File: src/rtl/assert_macros.svh
// Assertion macros used by the RTL top level of the page eviction cache.
`ifndef ASSERT_MACROS_SVH
`define ASSERT_MACROS_SVH

// Checks a property at every rising clock edge, with no check while reset is high.
`define FPEC_ASSERT(label, clk, rst, prop, msg) \
  label: assert property (@(posedge clk) disable iff (rst) (prop)) else $error(msg);

// Checks a property at every rising clock edge, reset included.
`define FPEC_ASSERT_ALWAYS(label, clk, prop, msg) \
  label: assert property (@(posedge clk) (prop)) else $error(msg);

`endif

File: src/rtl/fpec_pkg.sv
// Shared constants and types of the farthest page eviction cache.
package fpec_pkg;

  // Default geometry of the tag store.
  localparam int DEF_ENTRIES   = 8;
  localparam int DEF_PAGE_BITS = 16;

  // Fixed port widths of the page and occupancy fields.
  localparam int PAGE_PORT_W = 16;
  localparam int OCC_PORT_W  = 4;

  // Status of one scan over the tag store.
  typedef struct packed {
    logic hit;         // The requested page is held.
    logic free_found;  // At least one slot is empty.
    logic have_victim; // At least one held page was compared.
  } scan_flags_t;

endpackage

File: src/rtl/farthest_page_eviction_cache_top.sv
// Top level of the farthest page eviction cache: sequencer, valid bits and result register.
//
//   Channel  Signals                                  Direction
//   input    in_valid, in_ready, mode, page_index     into the block
//   output   out_valid, out_ready, hit, evicted,      out of the block
//            evicted_page, occupancy
//
// An acquire reads all ENTRIES entries in turn through the single read port of the page
// RAM, waits in S_DRAIN for the last read to land, and then decides and writes back in
// S_FINISH. A flush goes straight from S_IDLE to S_FINISH.
// One item is in work at a time; a new item is taken once the previous one has reached
// the result register, even while that result still waits for out_ready.
// Reset clears all valid bits at once; page RAM contents are left as they are.
module farthest_page_eviction_cache_top #(
  parameter int ENTRIES   = fpec_pkg::DEF_ENTRIES,
  parameter int PAGE_BITS = fpec_pkg::DEF_PAGE_BITS
) (
  input  logic                                clk,
  input  logic                                rst,
  input  logic                                in_valid,
  output logic                                in_ready,
  input  logic                                mode,
  input  logic [fpec_pkg::PAGE_PORT_W-1:0]    page_index,
  output logic                                out_valid,
  input  logic                                out_ready,
  output logic                                hit,
  output logic                                evicted,
  output logic [fpec_pkg::PAGE_PORT_W-1:0]    evicted_page,
  output logic [fpec_pkg::OCC_PORT_W-1:0]     occupancy
);

`include "assert_macros.svh"

  localparam int IDX_W   = (ENTRIES > 1) ? $clog2(ENTRIES) : 1;
  localparam int CNT_W   = $clog2(ENTRIES + 1);
  localparam int PW      = (PAGE_BITS > fpec_pkg::PAGE_PORT_W) ? PAGE_BITS
                                                               : fpec_pkg::PAGE_PORT_W;
  localparam int OW      = (CNT_W > fpec_pkg::OCC_PORT_W) ? CNT_W : fpec_pkg::OCC_PORT_W;
  localparam logic [IDX_W-1:0] LAST_IDX = IDX_W'(ENTRIES - 1);
  localparam logic [CNT_W-1:0] FULL_CNT = CNT_W'(ENTRIES);

  typedef enum logic [3:0] {
    S_IDLE   = 4'b0001,
    S_SCAN   = 4'b0010,
    S_DRAIN  = 4'b0100,
    S_FINISH = 4'b1000
  } state_t;

  state_t                state, state_next;
  logic                  flush;
  logic [PAGE_BITS-1:0]  req_page;
  logic [IDX_W-1:0]      scan_idx;
  logic                  data_valid;
  logic [IDX_W-1:0]      data_idx;
  logic [ENTRIES-1:0]    valid_bits;
  logic [CNT_W-1:0]      held;
  logic [OW-1:0]         held_wide;
  logic [PW-1:0]         in_page_wide;
  logic [PW-1:0]         victim_wide;

  logic                  ram_we;
  logic [IDX_W-1:0]      ram_waddr;
  logic                  ram_re;
  logic [PAGE_BITS-1:0]  ram_rdata;

  fpec_pkg::scan_flags_t scan_flags;
  logic [IDX_W-1:0]      free_slot;
  logic [IDX_W-1:0]      victim_slot;
  logic [PAGE_BITS-1:0]  victim_page;

  logic                  in_xfer;
  logic                  slot_open;
  logic                  finish;

  assign in_ready  = (state == S_IDLE);
  assign in_xfer   = in_valid && in_ready;
  assign slot_open = !out_valid || out_ready;
  assign finish    = (state == S_FINISH) && slot_open;

  // Page field masked or extended to the stored width.
  assign in_page_wide = PW'(page_index);
  assign victim_wide  = PW'(victim_page);
  assign held_wide    = OW'(held);
  assign occupancy    = held_wide[fpec_pkg::OCC_PORT_W-1:0];

  // Sequencer.
  always_comb begin
    state_next = state;
    unique case (state)
      S_IDLE: begin
        if (in_xfer) begin
          state_next = mode ? S_FINISH : S_SCAN;
        end
      end
      S_SCAN: begin
        if (scan_idx == LAST_IDX) begin
          state_next = S_DRAIN;
        end
      end
      S_DRAIN: begin
        state_next = S_FINISH;
      end
      S_FINISH: begin
        if (slot_open) begin
          state_next = S_IDLE;
        end
      end
      default: begin
        state_next = S_IDLE;
      end
    endcase
  end

  always_ff @(posedge clk) begin
    if (rst) begin
      state <= S_IDLE;
    end else begin
      state <= state_next;
    end
  end

  // Request capture and read address counter.
  always_ff @(posedge clk) begin
    if (in_xfer) begin
      flush    <= mode;
      req_page <= in_page_wide[PAGE_BITS-1:0];
    end
  end

  always_ff @(posedge clk) begin
    if (in_xfer) begin
      scan_idx <= '0;
    end else if (state == S_SCAN) begin
      scan_idx <= scan_idx + IDX_W'(1);
    end
  end

  // Read data tag: which entry arrives from the RAM in this cycle.
  always_ff @(posedge clk) begin
    if (rst) begin
      data_valid <= 1'b0;
    end else begin
      data_valid <= (state == S_SCAN);
    end
  end

  always_ff @(posedge clk) begin
    data_idx <= scan_idx;
  end

  // Page RAM access. Writes happen only after a scan is complete, so reads never overlap them.
  assign ram_re    = (state == S_SCAN);
  assign ram_we    = finish && !flush && !scan_flags.hit;
  assign ram_waddr = scan_flags.free_found ? free_slot : victim_slot;

  fpec_ram #(
    .WIDTH (PAGE_BITS),
    .DEPTH (ENTRIES),
    .AW    (IDX_W)
  ) u_page_ram (
    .clk   (clk),
    .we    (ram_we),
    .waddr (ram_waddr),
    .wdata (req_page),
    .re    (ram_re),
    .raddr (scan_idx),
    .rdata (ram_rdata)
  );

  fpec_scan #(
    .PAGE_BITS (PAGE_BITS),
    .IDX_W     (IDX_W)
  ) u_scan (
    .clk         (clk),
    .rst         (rst),
    .start       (in_xfer),
    .data_valid  (data_valid),
    .data_idx    (data_idx),
    .entry_live  (valid_bits[data_idx]),
    .entry_page  (ram_rdata),
    .req_page    (req_page),
    .flags       (scan_flags),
    .free_slot   (free_slot),
    .victim_slot (victim_slot),
    .victim_page (victim_page)
  );

  // Valid bits and the count of held pages.
  always_ff @(posedge clk) begin
    if (rst) begin
      valid_bits <= '0;
      held       <= '0;
    end else if (finish) begin
      if (flush) begin
        valid_bits <= '0;
        held       <= '0;
      end else if (!scan_flags.hit && scan_flags.free_found) begin
        valid_bits[free_slot] <= 1'b1;
        held                  <= held + CNT_W'(1);
      end
    end
  end

  // Result register; the occupancy field follows the held count.
  always_ff @(posedge clk) begin
    if (rst) begin
      out_valid <= 1'b0;
    end else if (finish) begin
      out_valid <= 1'b1;
    end else if (out_ready) begin
      out_valid <= 1'b0;
    end
  end

  always_ff @(posedge clk) begin
    if (finish) begin
      hit          <= !flush && scan_flags.hit;
      evicted      <= !flush && !scan_flags.hit && !scan_flags.free_found;
      evicted_page <= (!flush && !scan_flags.hit && !scan_flags.free_found)
                      ? victim_wide[fpec_pkg::PAGE_PORT_W-1:0] : '0;
    end
  end

  // The held count never exceeds the store size.
  `FPEC_ASSERT(a_held_bound, clk, rst, held <= FULL_CNT, "held count exceeds entries")

  // The held count always matches the number of valid entries.
  `FPEC_ASSERT(a_held_matches, clk, rst, held == CNT_W'($countones(valid_bits)),
               "held count differs from valid bits")

  // An eviction only happens with a full store and never with a hit.
  `FPEC_ASSERT(a_evict_full, clk, rst,
               (finish && !flush && !scan_flags.hit && !scan_flags.free_found)
               |-> (held == FULL_CNT && scan_flags.have_victim),
               "eviction without a full store")

  // The page RAM is written only at the end of an acquire that missed.
  `FPEC_ASSERT(a_write_on_miss, clk, rst,
               ram_we |-> (state == S_FINISH && !flush && !scan_flags.hit),
               "page RAM written outside a miss")

endmodule

File: src/rtl/fpec_ram.sv
// Generic single-port-write, single-port-read RAM with a registered read.
module fpec_ram #(
  parameter int WIDTH = 16,
  parameter int DEPTH = 8,
  parameter int AW    = (DEPTH > 1) ? $clog2(DEPTH) : 1
) (
  input  logic             clk,
  input  logic             we,
  input  logic [AW-1:0]    waddr,
  input  logic [WIDTH-1:0] wdata,
  input  logic             re,
  input  logic [AW-1:0]    raddr,
  output logic [WIDTH-1:0] rdata
);

  logic [WIDTH-1:0] mem [DEPTH];

  // Write port.
  always_ff @(posedge clk) begin
    if (we) begin
      mem[waddr] <= wdata;
    end
  end

  // Read port, registered and enabled by re.
  always_ff @(posedge clk) begin
    if (re) begin
      rdata <= mem[raddr];
    end
  end

endmodule

File: src/rtl/fpec_scan.sv
// Scan unit: looks at one stored entry per cycle for a hit, a free slot and the farthest page.
module fpec_scan #(
  parameter int PAGE_BITS = fpec_pkg::DEF_PAGE_BITS,
  parameter int IDX_W     = 3
) (
  input  logic                    clk,
  input  logic                    rst,
  input  logic                    start,
  input  logic                    data_valid,
  input  logic [IDX_W-1:0]        data_idx,
  input  logic                    entry_live,
  input  logic [PAGE_BITS-1:0]    entry_page,
  input  logic [PAGE_BITS-1:0]    req_page,
  output fpec_pkg::scan_flags_t   flags,
  output logic [IDX_W-1:0]        free_slot,
  output logic [IDX_W-1:0]        victim_slot,
  output logic [PAGE_BITS-1:0]    victim_page
);

  logic [PAGE_BITS-1:0] span;
  logic [PAGE_BITS-1:0] best_span;
  logic                 better;

  // Absolute distance between the stored page and the requested page.
  always_comb begin
    span = (entry_page > req_page) ? (entry_page - req_page) : (req_page - entry_page);
  end

  // A farther page wins; among equal distances the smaller page number wins.
  always_comb begin
    better = !flags.have_victim || (span > best_span) ||
             ((span == best_span) && (entry_page < victim_page));
  end

  // Scan flags are control state and clear at reset and at the start of each scan.
  always_ff @(posedge clk) begin
    if (rst || start) begin
      flags <= '0;
    end else if (data_valid) begin
      if (entry_live) begin
        if (entry_page == req_page) begin
          flags.hit <= 1'b1;
        end
        if (better) begin
          flags.have_victim <= 1'b1;
        end
      end else begin
        flags.free_found <= 1'b1;
      end
    end
  end

  // Slot numbers and the best candidate so far.
  always_ff @(posedge clk) begin
    if (data_valid) begin
      if (entry_live) begin
        if (better) begin
          best_span   <= span;
          victim_slot <= data_idx;
          victim_page <= entry_page;
        end
      end else if (!flags.free_found) begin
        free_slot <= data_idx;
      end
    end
  end

endmodule

File: config.mk
export PLATFORM = sky130hd
export DESIGN_NAME = farthest_page_eviction_cache_top
export DESIGN_NICKNAME = d
export VERILOG_FILES = /design/src/rtl/fpec_pkg.sv /design/src/rtl/farthest_page_eviction_cache_top.sv /design/src/rtl/fpec_ram.sv /design/src/rtl/fpec_scan.sv
export VERILOG_INCLUDE_DIRS = /design/src /design/src/rtl
export SDC_FILE = /design/constraint.sdc
export NUM_CORES = 1
export LEC_CHECK = 0
export BUFFER_PORTS_ARGS = -buffer_cell sky130_fd_sc_hd__buf_2
export CELL_PAD_IN_SITES_DETAIL_PLACEMENT = 1
export CELL_PAD_IN_SITES_GLOBAL_PLACEMENT = 1
export CORE_MARGIN = 5
export CORE_UTILIZATION = 49
export CTS_BUF_LIST = sky130_fd_sc_hd__clkbuf_2
export DETAILED_ROUTE_END_ITERATION = 7
export GPL_TIMING_DRIVEN = 0
export PLACE_DENSITY = 0.81
export SETUP_SLACK_MARGIN = 0.5
export SYNTH_ARGS = -nofsm -noshare
export SYNTH_HDL_FRONTEND = slang
export SYNTH_SLANG_ARGS = --single-unit
export TNS_END_PERCENT = 5
File: constraint.sdc
create_clock -name clk -period 5.95 [get_ports clk]
set_clock_uncertainty 0.15 [all_clocks]
set_input_delay 1.19 -clock clk [delete_from_list [all_inputs] [get_ports clk]]
set_output_delay 1.19 -clock clk [all_outputs]
set_load 0.03 [all_outputs]
Word level (Yosys, flattened, before mapping):

Memories as Yosys holds them, arrays and structs flattened. A register that Yosys moved wholly into a read port is not among the register bits.
Index checks and enable logic that the tools add are counted.

* input bits: 21
* memories: 1
* bits in registers: 100
* word-level logic and storage cells: 89
* bits in writable memories: 128

Memory list
* u_page_ram.mem: depth 8, width 16, rd ports 1, clocked after Yosys merged registers in 1, write ports 1, RTL line fpec_ram.sv:16 `logic [WIDTH-1:0] mem [DEPTH];`

* order comparisons: 6
* mux-type cells: 19
* reduce and logical (&&, ||, !) cells: 27
* $add $sub $neg: 4
* equality and inequality tests: 10
* bitwise logic cells: 3

Operators with widths (number)
* == test 16 bit: 2
* > comparator 16 bit: 2
* subtractor 16 bit: 2
* 2-to-1 mux 4 bit: 6
* less-than comparator 16 bit: 1
* 2-to-1 mux 16 bit: 1
* 2-to-1 mux 8 bit: 2
* one-hot mux 4 bit (4 select lines): 1
* AND reduction 3 bit: 4
* logical AND 1 bit: 10
* less-than comparator 3 x 4 -> 1 bit (second input constant): 2
* bitwise OR 8 bit: 1
* 2-to-1 mux 1 bit: 6
* logical NOT 1 bit: 5
* adder 4 x 1 -> 4 bit (second input constant): 1
* == test 4 x 1 -> 1 bit (second input constant): 1
* == test 4 x 2 -> 1 bit (second input constant): 1
* == test 4 x 3 -> 1 bit (second input constant): 1
* == test 4 bit (second input constant): 1
* logical OR 1 bit: 4
* != test 2 x 1 -> 1 bit (second input constant): 2
* AND reduction 2 bit: 2
* nonzero test 2 bit: 2
* adder 3 x 1 -> 3 bit (second input constant): 1
* other kinds (7): 8

Depth between registers and ports, before layout:

Gate-level depths: netlist of run 1.

* word-level depth: 7
* gate-level depth with buffers: 19
* mapped depth without buffers: 19

Cells and area by module:

Synthesis of run 1 repeated with hierarchy kept, for this count alone.

* cells, all modules: 763
* area, all modules: 11378.4 sq um

By module, submodules not included
* fpec_ram: seq. area each 4324.1 sq um, cells each 214, area each 5454.0 sq um, times used 1
* fpec_scan: seq. area each 1201.2 sq um, cells each 372, area each 3557.2 sq um, times used 1
* farthest_page_eviction_cache_top: seq. area each 1531.5 sq um, cells each 177, area each 2367.3 sq um, times used 1

Least setup slack after synthesis of run 1:

OpenSTA, ideal clock, no wires.

* kind: register to register
* start point: register req_page[0]
* end point: register u_scan.best_span[0], enable pin
* buffers on the path: 1
* arrival time: 5395 ps
* library setup time: 448 ps
* path slack: -42 ps
* cell stages (with the launch flop): 18
* cells stage by stage: edfxtp_1 > ha_1 > fa_1 > nand2b_1 > a211oi_2 > o21ai_1 > a21oi_4 > buf_2 > a21oi_1 > xor2_1 > ha_1 > nand4_1 > nor2_1 > nand2_1 > a211o_1 > a31oi_1 > o211ai_1 > a41oi_1

* word-level cells in the longest chain between the ends: 6
* elaborated cells between the ends (all ways): 10
* classes of those cells: 2 x add/sub; 2 x order compare; 1 x eq/ne; 1 x mux; 4 x reduce/logical

RTL lines
* start: declaration: RTL line farthest_page_eviction_cache_top.sv:51 `logic [PAGE_BITS-1:0] req_page;`
* start signal: assignment: RTL line farthest_page_eviction_cache_top.sv:126 `req_page <= in_page_wide[PAGE_BITS-1:0];`
* subtractor 16 bit / > comparator 16 bit (equally long branches): RTL line fpec_scan.sv:26 `span = (entry_page > req_page) ? (entry_page - req_page) : (req_page - entry_page);`
* 2-to-1 mux 16 bit *: RTL line fpec_scan.sv:26
* net u_scan.span[15]: RTL line fpec_scan.sv:20 `logic [PAGE_BITS-1:0] span;`
* > comparator 16 bit / == test 16 bit (equally long branches): RTL line fpec_scan.sv:31, fpec_scan.sv:32
* logical OR 1 bit / logical AND 1 bit (equally long branches): RTL line fpec_scan.sv:31, fpec_scan.sv:32
* logical OR 1 bit *: RTL line fpec_scan.sv:31 `better = !flags.have_victim || (span > best_span) ||`
* AND reduction 3 bit (no line) *
* end signal: assignment: RTL line fpec_scan.sv:58 `best_span <= span;`
* end: declaration: RTL line fpec_scan.sv:21 `logic [PAGE_BITS-1:0] best_span;`

The timed path passes the listed nets; every way through them passes the cells marked *.
A chain may end at the register's enable or synchronous reset.

Worst setup path in the final report of run 1:

* start point: register req_page[0]
* end point: register u_scan.victim_page[6], enable pin

* word-level cells in the longest chain between the ends: 6
* elaborated cells between the ends (all ways): 10
* classes of those cells: 2 x add/sub; 2 x order compare; 1 x eq/ne; 1 x mux; 4 x reduce/logical

RTL lines
* subtractor 16 bit / > comparator 16 bit (equally long branches): RTL line fpec_scan.sv:26
* 2-to-1 mux 16 bit *: RTL line fpec_scan.sv:26
* net u_scan.span[12]: RTL line fpec_scan.sv:20
* > comparator 16 bit / == test 16 bit (equally long branches): RTL line fpec_scan.sv:31, fpec_scan.sv:32
* logical OR 1 bit / logical AND 1 bit (equally long branches): RTL line fpec_scan.sv:31, fpec_scan.sv:32
* logical OR 1 bit *: RTL line fpec_scan.sv:31
* AND reduction 3 bit (no line) *
* end signal: assignment: RTL line fpec_scan.sv:60 `victim_page <= entry_page;`
* end: declaration: RTL line fpec_scan.sv:17 `output logic [PAGE_BITS-1:0] victim_page`

Marks and branches as above.

==> flow_summary.json, run 1 <==
{
  "drv_slew": 0,
  "synth_flop_cell": "edfxtp_1",
  "layout.nets": 980,
  "drive_gt1_share_pct": 27.8,
  "critical_path_required_ps": 6310,
  "grt_util_met3_pct": 3.85,
  "drc_errors": 0,
  "r2r_end": "u_scan.victim_page[6]",
  "cts_tree": "done",
  "cp.arrival_ps": 5610,
  "vias_per_cell": 5.55,
  "cp_max_fo": 19,
  "crit_cells": 19,
  "grt_pass1_wl_um": 42000,
  "power_density_nw_per_um2": 279,
  "cp_num_buf_inv": 2,
  "rsz0062_at_grt": "no",
  "drtPass1Iterations": 4,
  "busiest_layer": "met2",
  "setup_violations": 0,
  "status": "finished, final reports clean",
  "crit_family": "compound AO/OA/AOI/OAI gates",
  "hold_viol_final": 0,
  "rows": 55,
  "critical_path.startpoint": "req_page[0]",
  "slowest_delay_ps": 570,
  "area_growth_syn_to_layout_pct": 13.8,
  "cap_violations": 0,
  "clockRootBuffer": "clkbuf_2",
  "finalPower_mw": 3.52,
  "dieArea_um2": 25700,
  "max_freq_mhz": 191,
  "use_met1_pct": 25.3,
  "drt_iter0_drc": 341,
  "finalWirelength_um": 26700,
  "slowest_stage": "edfxtp_1",
  "yosysUniqueCellTypes": 60,
  "p_leak_nw": 4.89,
  "crit_type": "reg -> reg",
  "grt_max_degree": 24,
  "r2r_start": "req_page[0]",
  "yosysWarnings": 0,
  "ios": 45,
  "synth_nets": 839,
  "timing.final.crit_share_pct": 88.2,
  "syn_area_um2": 11100,
  "tightest_slew_ps": 982,
  "ys_ff_latch": 244,
  "yosys-top-cells-area": "edfxtp_1 (59%), ha_1 (7.3%), mux4_2 (6.9%)",
  "reg2regPathDepth": 19,
  "setup.worst_path.end": "u_scan.victim_page[6]",
  "fill_cells": 2237,
  "grt_pass1_vias": 7570,
  "avgSynthCellArea_um2": 14.7,
  "timing.slew.headroom_pct": 34.0,
  "hpwl_um": 19100,
  "cts.clk_slew.worst_paths_ps": 90,
  "end_kind": "register",
  "holdWs_ps": 232,
  "cp_cell_sequence": "ha_1, fa_1, nand2b_1, a211oi_2, o21ai_1, a21oi_4, buf_4, mux2i_1, nor2_1, xnor2_1, ha_1, nand4_1, nor2_1, nand2_2, a211o_1, a31oi_1, o211ai_1, a41oi_4, buf_16",
  "grtUsageTotal_pct": 20.9,
  "gp_congestion": 0.858,
  "postCtsHoldBufs": 0,
  "synth.top_cell.area_share_pct": 58.8,
  "clock_latency_ps": 870,
  "clkSinkCount": 244,
  "met2_usage_pct": 37.4,
  "cts.path.max_buffers": 3,
  "core-area_um2": 22400,
  "antenna_found_initial": 1,
  "synth_edf_count": 217,
  "ff2ff_setup_slack_ps": 700,
  "period_minus_slack_ps": 5250,
  "port_buffers": 44,
  "synthCells": 751,
  "hold_class": "reg -> reg",
  "ys_seq_area_share_pct": 63.7,
  "wl_per_cell_um": 21.8,
  "grt_overflow": 0,
  "async_reset_ff_share_pct": 0,
  "vias": 6795,
  "yosys.area.top_type": "edfxtp_1",
  "start_util_pct": 49.4,
  "htreeDepth": 2,
  "dieHeight_um": 160,
  "cts_buffers": 60,
  "ir_worst_vdd_uv": 186,
  "die_w_um": 160,
  "cp-start-kind": "register",
  "postRouteAntennaNets": 0
}
## synth_stat cells, types with 4 or more instances
cell,n
a21o_1,25
a21oi_1,43
a31oi_1,7
and2_1,17
buf_2,8
clkbuf_1,12
dfxtp_1,27
edfxtp_1,217
ha_1,65
inv_1,73
mux2_2,17
mux2i_1,6
mux4_2,34
nand2_1,16
nand2b_1,6
nand3_1,6
nand4_1,9
nor2_1,49
nor2b_1,12
nor3_1,8
o21ai_0,13
o21ai_1,4
xnor2_1,11
xor2_1,6
## worst min-delay path by stage
stage                      from          end  slack, ps  cells after the start
global route        scan_idx[2]  data_idx[2]        240                      0
finish              scan_idx[1]  data_idx[1]        230                      0
detailed placement  scan_idx[1]  data_idx[1]        220                      0
floorplan           scan_idx[1]  data_idx[1]        200                      0
CTS                 scan_idx[2]  data_idx[2]        240                      0
global placement    scan_idx[2]  data_idx[2]        220                      0
## cell families after synthesis
family	share of synthesized area (%)
adders and majority gates	7.70
buffers and inverters	3.48
DFF	63.7
xor gates and xnor gates	1.34
and+or+nand+nor	6.60
muxes	9.18
AOI/OAI and AO/OA	7.99
## per-layer routing
metal,vias to the layer above,wire [µm]
met5,-,0
met4,0,855
met3,57,1150
met2,164,13900
met1,3437,10800
li1,3137,-
## final cells by class
type                    count  area [µm²]  area share, %
flip-flops and latches    244        7060           56.0
multi-input cells         411        3690           29.3
repair buffers             79         556           4.41
clock buffers              89         445           3.53
well taps                 285         357           2.83
inverters                  73         274           2.17
plain buffers              23         114          0.903
clock inverters            20         113          0.893
diodes                      1        2.50         0.0198
## stage by stage
step / area (µm²) / instances / util [%] / setup TNS, ps / worst slack, ps
floorplan: 11100 / 751 / - / 0 / 860
global placement: 11700 / 1080 / 52.0 / -12770 / -368
detailed placement: 11800 / 1089 / 52.8 / 0 / 208
CTS: 12400 / 1200 / 55.3 / 0 / 593
global route: 12600 / 1225 / 56.2 / 0 / 460
finish: 12600 / 1225 / 56.2 / 0 / 703
## repair_timing
item                                    in CTS  in global routing
resized for setup                            0                  7
endpoints found under the setup margin      35                 35
pin swaps                                    1                  4
setup buffers                                2                 24
## state kept, by name (all words and copies together), names as in the netlist, 4 cells and up
| name | cells |
|---|---|
| evicted_page | 16 |
| occupancy | 4 |
| req_page | 16 |
| state | 4 |
| u_page_ram.mem | 128 |
| u_page_ram.rdata | 16 |
| u_scan.best_span | 16 |
| u_scan.victim_page | 16 |
| valid_bits | 8 |
## cells in the final DEF, fill, tap and decap left out, drive strengths merged, types with 25 or more instances in the layout
cell type	instances
clkbuf	101
buf	90
a21oi	44
inv	75
mux4	34
a21o	25
ha	65
edfxtp	217
dfxtp	27
nor2	49
## power by group
group / total, mW / switching, mW / internal, mW / leakage [nW]
Combinational: 0.445 / 0.256 / 0.189 / 2.28
Sequential: 1.95 / 0.0391 / 1.91 / 2.18
Clock: 1.13 / 0.679 / 0.448 / 0.423
Note: power is estimated with default switching activity, not from simulation.
==> run 2: changes to the inputs <==
--- a/config.mk
+++ b/config.mk
@@ -18,5 +18,6 @@
 export SETUP_SLACK_MARGIN = 0.5
 export SYNTH_ARGS = -nofsm -noshare
 export SYNTH_HDL_FRONTEND = slang
+export SYNTH_HIERARCHICAL = 1
 export SYNTH_SLANG_ARGS = --single-unit
 export TNS_END_PERCENT = 5
==> flow_summary.json, run 2 <==
{
  "tightest_slew_ps": 1360,
  "synthTopCellsByCount": "edfxtp_1 (217), inv_1 (81), ha_1 (65)",
  "postLayoutCoreUtil_pct": 57.0,
  "hold_viol_final": 0,
  "cap_violations": 0,
  "cts_buffers": 66,
  "die_w_um": 162,
  "cts.clk_slew.worst_paths_ps": 100,
  "reg2regPathDepth": 18,
  "area_growth_syn_to_layout_pct": 14.2,
  "core-area_um2": 22800,
  "antenna_found_initial": 1,
  "vias_per_cell": 5.49,
  "clockRootBuffer": "clkbuf_2",
  "timing.slew.headroom_pct": 9.28,
  "avgSynthCellArea_um2": 14.9,
  "ir_worst_vdd_uv": 172,
  "power_density_nw_per_um2": 275,
  "cp.arrival_ps": 5620,
  "layout.nets": 994,
  "clkSinkCount": 244,
  "p_int_mw": 2.62,
  "synth_edf_count": 217,
  "critical_path_required_ps": 6270,
  "cp-start-kind": "register",
  "yosysWarnings": 6,
  "timing.final.crit_share_pct": 89.1,
  "synth.top_cell.area_share_pct": 57.3,
  "final_cell_mix": "edfxtp_1 (217), clkbuf_2 (97), inv_1 (81)",
  "instances_no_fill": 1266,
  "hold_class": "reg -> reg",
  "period_minus_slack_ps": 5300,
  "drv_slew": 0,
  "drtPass1Iterations": 4,
  "place_inst": 1128,
  "end_kind": "register",
  "wl_per_cell_um": 20.6,
  "p_comb_share_pct": 10.7,
  "cts_tree": "done",
  "p_leak_nw": 5.06,
  "max_freq_mhz": 189,
  "cp_max_fo": 17,
  "vias": 6952,
  "dieArea_um2": 26400,
  "postRouteAntennaNets": 0,
  "clock_latency_ps": 830,
  "dieHeight_um": 162,
  "seqPwrFrac_pct": 54.0,
  "htreeDepth": 3,
  "drc_errors": 0,
  "yosys-top-cells-area": "edfxtp_1 (57%), ha_1 (7.1%), mux4_1 (6.5%)",
  "drive_gt1_share_pct": 25.0,
  "hold_depth": 0,
  "ys_seq_area_share_pct": 62.0,
  "status": "finished, final reports clean",
  "gp_congestion": 0.807,
  "holdWs_ps": 244,
  "grtUsageTotal_pct": 19.8,
  "async_reset_ff_share_pct": 0,
  "switching_share_pct": 26.8,
  "synthCells": 763,
  "yosys.area.top_type": "edfxtp_1",
  "rows": 55,
  "rsz0062_at_grt": "yes",
  "largest_register_ffs": 128,
  "port_buffers": 44,
  "ys_ff_latch": 244,
  "grt_overflow": 0,
  "clkPwrFrac_pct": 35.2,
  "grt_pass1_vias": 7430,
  "yosysUniqueCellTypes": 65,
  "crit_type": "reg -> reg",
  "synth_flop_cell": "edfxtp_1",
  "regMostFlops": "u_page_ram/mem",
  "ios": 45,
  "postCtsHoldBufs": 0,
  "finalWirelength_um": 26100,
  "syn_area_um2": 11400,
  "power.switching_uw": 958,
  "grt_max_degree": 24,
  "fill_cells": 2284,
  "grt_pass1_wl_um": 40300,
  "start_util_pct": 50.0,
  "drt_iter0_drc": 530,
  "final_common_cell": "edfxtp_1",
  "hpwl_um": 17700,
  "setup_violations": 0,
  "cts.path.max_buffers": 3,
  "synth_nets": 851,
  "synth_most_common_cell": "edfxtp_1"
}
[run 2: critical path, cell delays in order (launching register included)]
cell and delay [ps]:
edfxtp_1 540, inv_1 80, ha_1 270, buf_2 210, nand2_1 120, or3_4 410, nor4_4 400, a21oi_4 130
a2111oi_1 390, o22ai_1 140, xor2_1 190, ha_1 310, nand4_1 140, nor2_1 200, nand2_1 90, a2111oi_0 370
o221ai_1 240, o22ai_2 260, a21o_4 300
[run 2: power groups by stage]
stage               Sequential, mW  Combinational [mW]  Clock [mW]
finish                        1.93               0.383        1.26
global route                  1.94               0.423        1.42
CTS                           1.94               0.362        1.31
detailed placement            1.98               0.345           0
global placement              1.97               0.328           0
floorplan                     1.97               0.249           0
[run 2: timing repair]
| item | 4_1_cts | 5_1_grt |
|---|---|---|
| setup endpoints to repair | 35 | 35 |
| resized for setup | 5 | 5 |
| pin swaps | 0 | 1 |
| gates cloned | 1 | 1 |
| buffers inserted | 4 | 17 |
[run 2: final cells by class]
class / instances / area, µm² / area share, %
Sequential cell: 244 / 7060 / 54.3
Clock buffer: 93 / 465 / 3.58
Buffer: 27 / 153 / 1.18
Antenna cell: 1 / 2.50 / 0.0193
Multi-Input combinational cell: 412 / 3950 / 30.4
Clock inverter: 21 / 183 / 1.41
Timing Repair Buffer: 73 / 477 / 3.67
Tap cell: 313 / 392 / 3.01
Inverter: 82 / 308 / 2.37
[run 2: kinds of logic (layout without fill, tap and decap cells)]
kind of cell             count (synthesis)  after routing  share of synthesized area [%]
AND/OR/NAND/NOR                        133            133                           6.58
buffers and inverters                  109            296                           4.04
AO/OA/AOI/OAI                          124            126                           7.58
adder cells (fa/ha/maj)                 67             67                           7.50
other                                    0              1                              0
flip-flops                             244            244                           62.0
XOR/XNOR                                16             16                           1.23
multiplexers                            70             70                           11.1
[run 2: path summary, 6_finish.rpt]
check	endpoint	startpoint	slack, ps
setup / recovery	u_scan/victim_page[7]	req_page[8]	650
hold / removal	data_idx[1]	scan_idx[1]	240
setup reg to reg	u_scan/victim_page[7]	req_page[8]	650
hold reg to reg	data_idx[1]	scan_idx[1]	240
[run 2: layer usage]
metal	part of all wire, %	GRT usage [%]	wire length (µm)
met5	0	0	0
met4	1.3	5.54	340
met3	5.0	4.38	1300
met2	51	34.3	13200
met1	43	25.3	11300
[run 2: per-stage QoR]
stage | TNS (ps) | instance area, µm² | setup WS [ps] | power, mW
after floorplan | 0 | 11400 | 901 | 2.22
after global placement | -6300 | 12000 | -181 | 2.30
after detailed placement | -8650 | 12100 | -248 | 2.33
after CTS | 0 | 12800 | 503 | 3.60
after global routing | 0 | 13000 | 366 | 3.78
final | 0 | 13000 | 650 | 3.58
==> run 3: changes to the inputs <==
--- a/config.mk
+++ b/config.mk
@@ -6,11 +6,12 @@
 export SDC_FILE = /design/constraint.sdc
 export NUM_CORES = 1
 export LEC_CHECK = 0
+export ABC_AREA = 1
 export BUFFER_PORTS_ARGS = -buffer_cell sky130_fd_sc_hd__buf_2
 export CELL_PAD_IN_SITES_DETAIL_PLACEMENT = 1
 export CELL_PAD_IN_SITES_GLOBAL_PLACEMENT = 1
 export CORE_MARGIN = 5
-export CORE_UTILIZATION = 49
+export CORE_UTILIZATION = 45
 export CTS_BUF_LIST = sky130_fd_sc_hd__clkbuf_2
 export DETAILED_ROUTE_END_ITERATION = 7
 export GPL_TIMING_DRIVEN = 0
==> flow_summary.json, run 3 <==
{
  "status": "finished, final reports clean",
  "slowest_delay_ps": 700,
  "cts.clk_slew.worst_paths_ps": 110,
  "hpwl_um": 24600,
  "grt_max_degree": 36,
  "drive_gt1_share_pct": 13.1,
  "cap_violations": 0,
  "ys_seq_area_share_pct": 55.7,
  "clock_latency_ps": 830,
  "grt_overflow": 0,
  "dieArea_um2": 31600,
  "finalSetupTns_ps": 0,
  "drtPass1Iterations": 5,
  "hold_class": "reg -> reg",
  "setup.worst_path.end": "u_scan/victim_page[9]",
  "r2r_start": "req_page[1]",
  "cts.path.max_buffers": 3,
  "timing.final.crit_share_pct": 84.2,
  "cp_cell_sequence": "inv_1, fa_1, nand2_1, nand2_2, nand2_1, nand2_1, nand2_1, nand2_2, nand2_4, buf_4, nand2_1, nand2_1, inv_1, ha_1, nand2_1, nor2_1, nand2_1, nor2_1, inv_1, nand2_1, nand3_1, nand2_1, clkinv_2",
  "gp_congestion": 0.883,
  "drt_iter0_drc": 459,
  "cts_resized": 0,
  "rsz0062_at_grt": "no",
  "slowest_stage": "edfxtp_1",
  "final_common_cell": "nand2_1",
  "yosys.area.top_type": "edfxtp_1",
  "synthCells": 1420,
  "max_freq_mhz": 200,
  "layout.nets": 1629,
  "finalWirelength_um": 34000,
  "timing.slew.headroom_pct": 40.3,
  "setup_violations": 0,
  "cp_common_cell": "nand2_1",
  "ir_worst_vdd_uv": 140,
  "crit_family": "simple AND/OR/NAND/NOR gates",
  "cp_max_fo": 35,
  "tightest_slew_ps": 895,
  "fill_cells": 3388,
  "r2r_end": "u_scan/victim_page[9]",
  "drv_slew": 0,
  "grt_pass1_wl_um": 54600,
  "largest_register_ffs": 128,
  "crit_cells": 23,
  "cp_num_buf_inv": 5,
  "area_growth_syn_to_layout_pct": 11.7,
  "postCtsHoldBufs": 0,
  "finalPower_mw": 3.96,
  "place_inst": 1850,
  "synth_most_common_cell": "nand2_1",
  "critical_path.startpoint": "req_page[1]",
  "antenna_found_initial": 2,
  "die_w_um": 178,
  "rows": 61,
  "cp-start-kind": "register",
  "synth.top_cell.area_share_pct": 51.4,
  "vias": 9811,
  "htreeDepth": 3,
  "period_minus_slack_ps": 5010,
  "dieHeight_um": 178,
  "instances_no_fill": 1970,
  "avgSynthCellArea_um2": 8.93,
  "wl_per_cell_um": 17.2,
  "final_cell_mix": "nand2_1 (436), inv_1 (313), edfxtp_1 (217)",
  "critical_path_required_ps": 6130,
  "grtUsageTotal_pct": 22.2,
  "synth_flop_cell": "edfxtp_1",
  "regMostFlops": "u_page_ram/mem",
  "syn_area_um2": 12700,
  "p_leak_nw": 6.82,
  "cts_buffers": 67,
  "hold_viol_final": 0,
  "drc_errors": 0,
  "clockRootBuffer": "clkbuf_2",
  "yosysWarnings": 6,
  "start_util_pct": 45.6,
  "cp.arrival_ps": 5190,
  "yosys-top-cells-area": "edfxtp_1 (51%), nand2_1 (13%), inv_1 (9.3%)",
  "core-area_um2": 27800,
  "async_reset_ff_share_pct": 0,
  "crit_type": "reg -> reg",
  "clkSinkCount": 244,
  "yosysUniqueCellTypes": 35,
  "end_kind": "register",
  "port_buffers": 44,
  "post_cts_buffers": 0,
  "grt_pass1_vias": 10689,
  "reg2regPathDepth": 23,
  "synth_nets": 1508,
  "synth_edf_count": 217,
  "postRouteAntennaNets": 0,
  "cts_tree": "done",
  "ff2ff_setup_slack_ps": 940,
  "ys_ff_latch": 244,
  "vias_per_cell": 4.98,
  "synthTopCellsByCount": "nand2_1 (436), inv_1 (314), edfxtp_1 (217)",
  "power_density_nw_per_um2": 279,
  "ios": 45
}
run 3: report_power, final:
group / total (mW) / internal (mW) / switching [mW]
Sequential: 2.01 / 1.94 / 0.0683
Clock: 1.26 / 0.534 / 0.723
Combinational: 0.691 / 0.217 / 0.474
run 3: final cells by class:
class	count	area [µm²]	area share, %
buffer	30	224	1.58
inverter	317	1190	8.43
clock buffer	86	430	3.04
sequential	244	7060	49.8
antenna	2	5.00	0.0353
multi-input combinational	829	4230	29.8
clock inverter	32	213	1.50
timing repair buffer	52	340	2.40
tap	378	473	3.34
run 3: kinds of logic after synthesis:
family / share of synthesized area [%]
xor gates and xnor gates: 1.11
buffers and inverters: 11.2
adders and majority gates: 6.73
and+or+nand+nor: 21.1
DFF: 55.7
AOI/OAI and AO/OA: 4.25
run 3: how the worst min path moves through the flow:
stage	start	end	cells after the start
2_1_floorplan	scan_idx[2]	data_idx[2]	0
3_3_place_gp	scan_idx[2]	data_idx[2]	0
3_5_place_dp	scan_idx[2]	data_idx[2]	0
4_1_cts	scan_idx[2]	data_idx[2]	0
5_1_grt	page_index[3]	req_page[3]	1
6_report	scan_idx[2]	data_idx[2]	0
run 3: routing by layer:
| layer | GRT usage, % | vias to the layer above | wire length, µm |
|---|---|---|---|
| li1 | - | 4733 | - |
| met1 | 26.9 | 4772 | 14200 |
| met2 | 38.3 | 237 | 16900 |
| met3 | 5.24 | 69 | 1770 |
| met4 | 9.06 | 0 | 1130 |
| met5 | 0 | - | 0 |
run 3: metrics by stage:
step / utilization, % / instance area [µm²] / hold WS, ps / setup slack, ps
after global placement: 48.1 / 13400 / 239 / 598
after CTS: 51.0 / 14200 / 253 / 826
after detailed placement: 48.6 / 13500 / 240 / 892
after floorplan: - / 12700 / 215 / 1890
final: 51.0 / 14200 / 248 / 940
after global routing: 51.0 / 14200 / 280 / 551
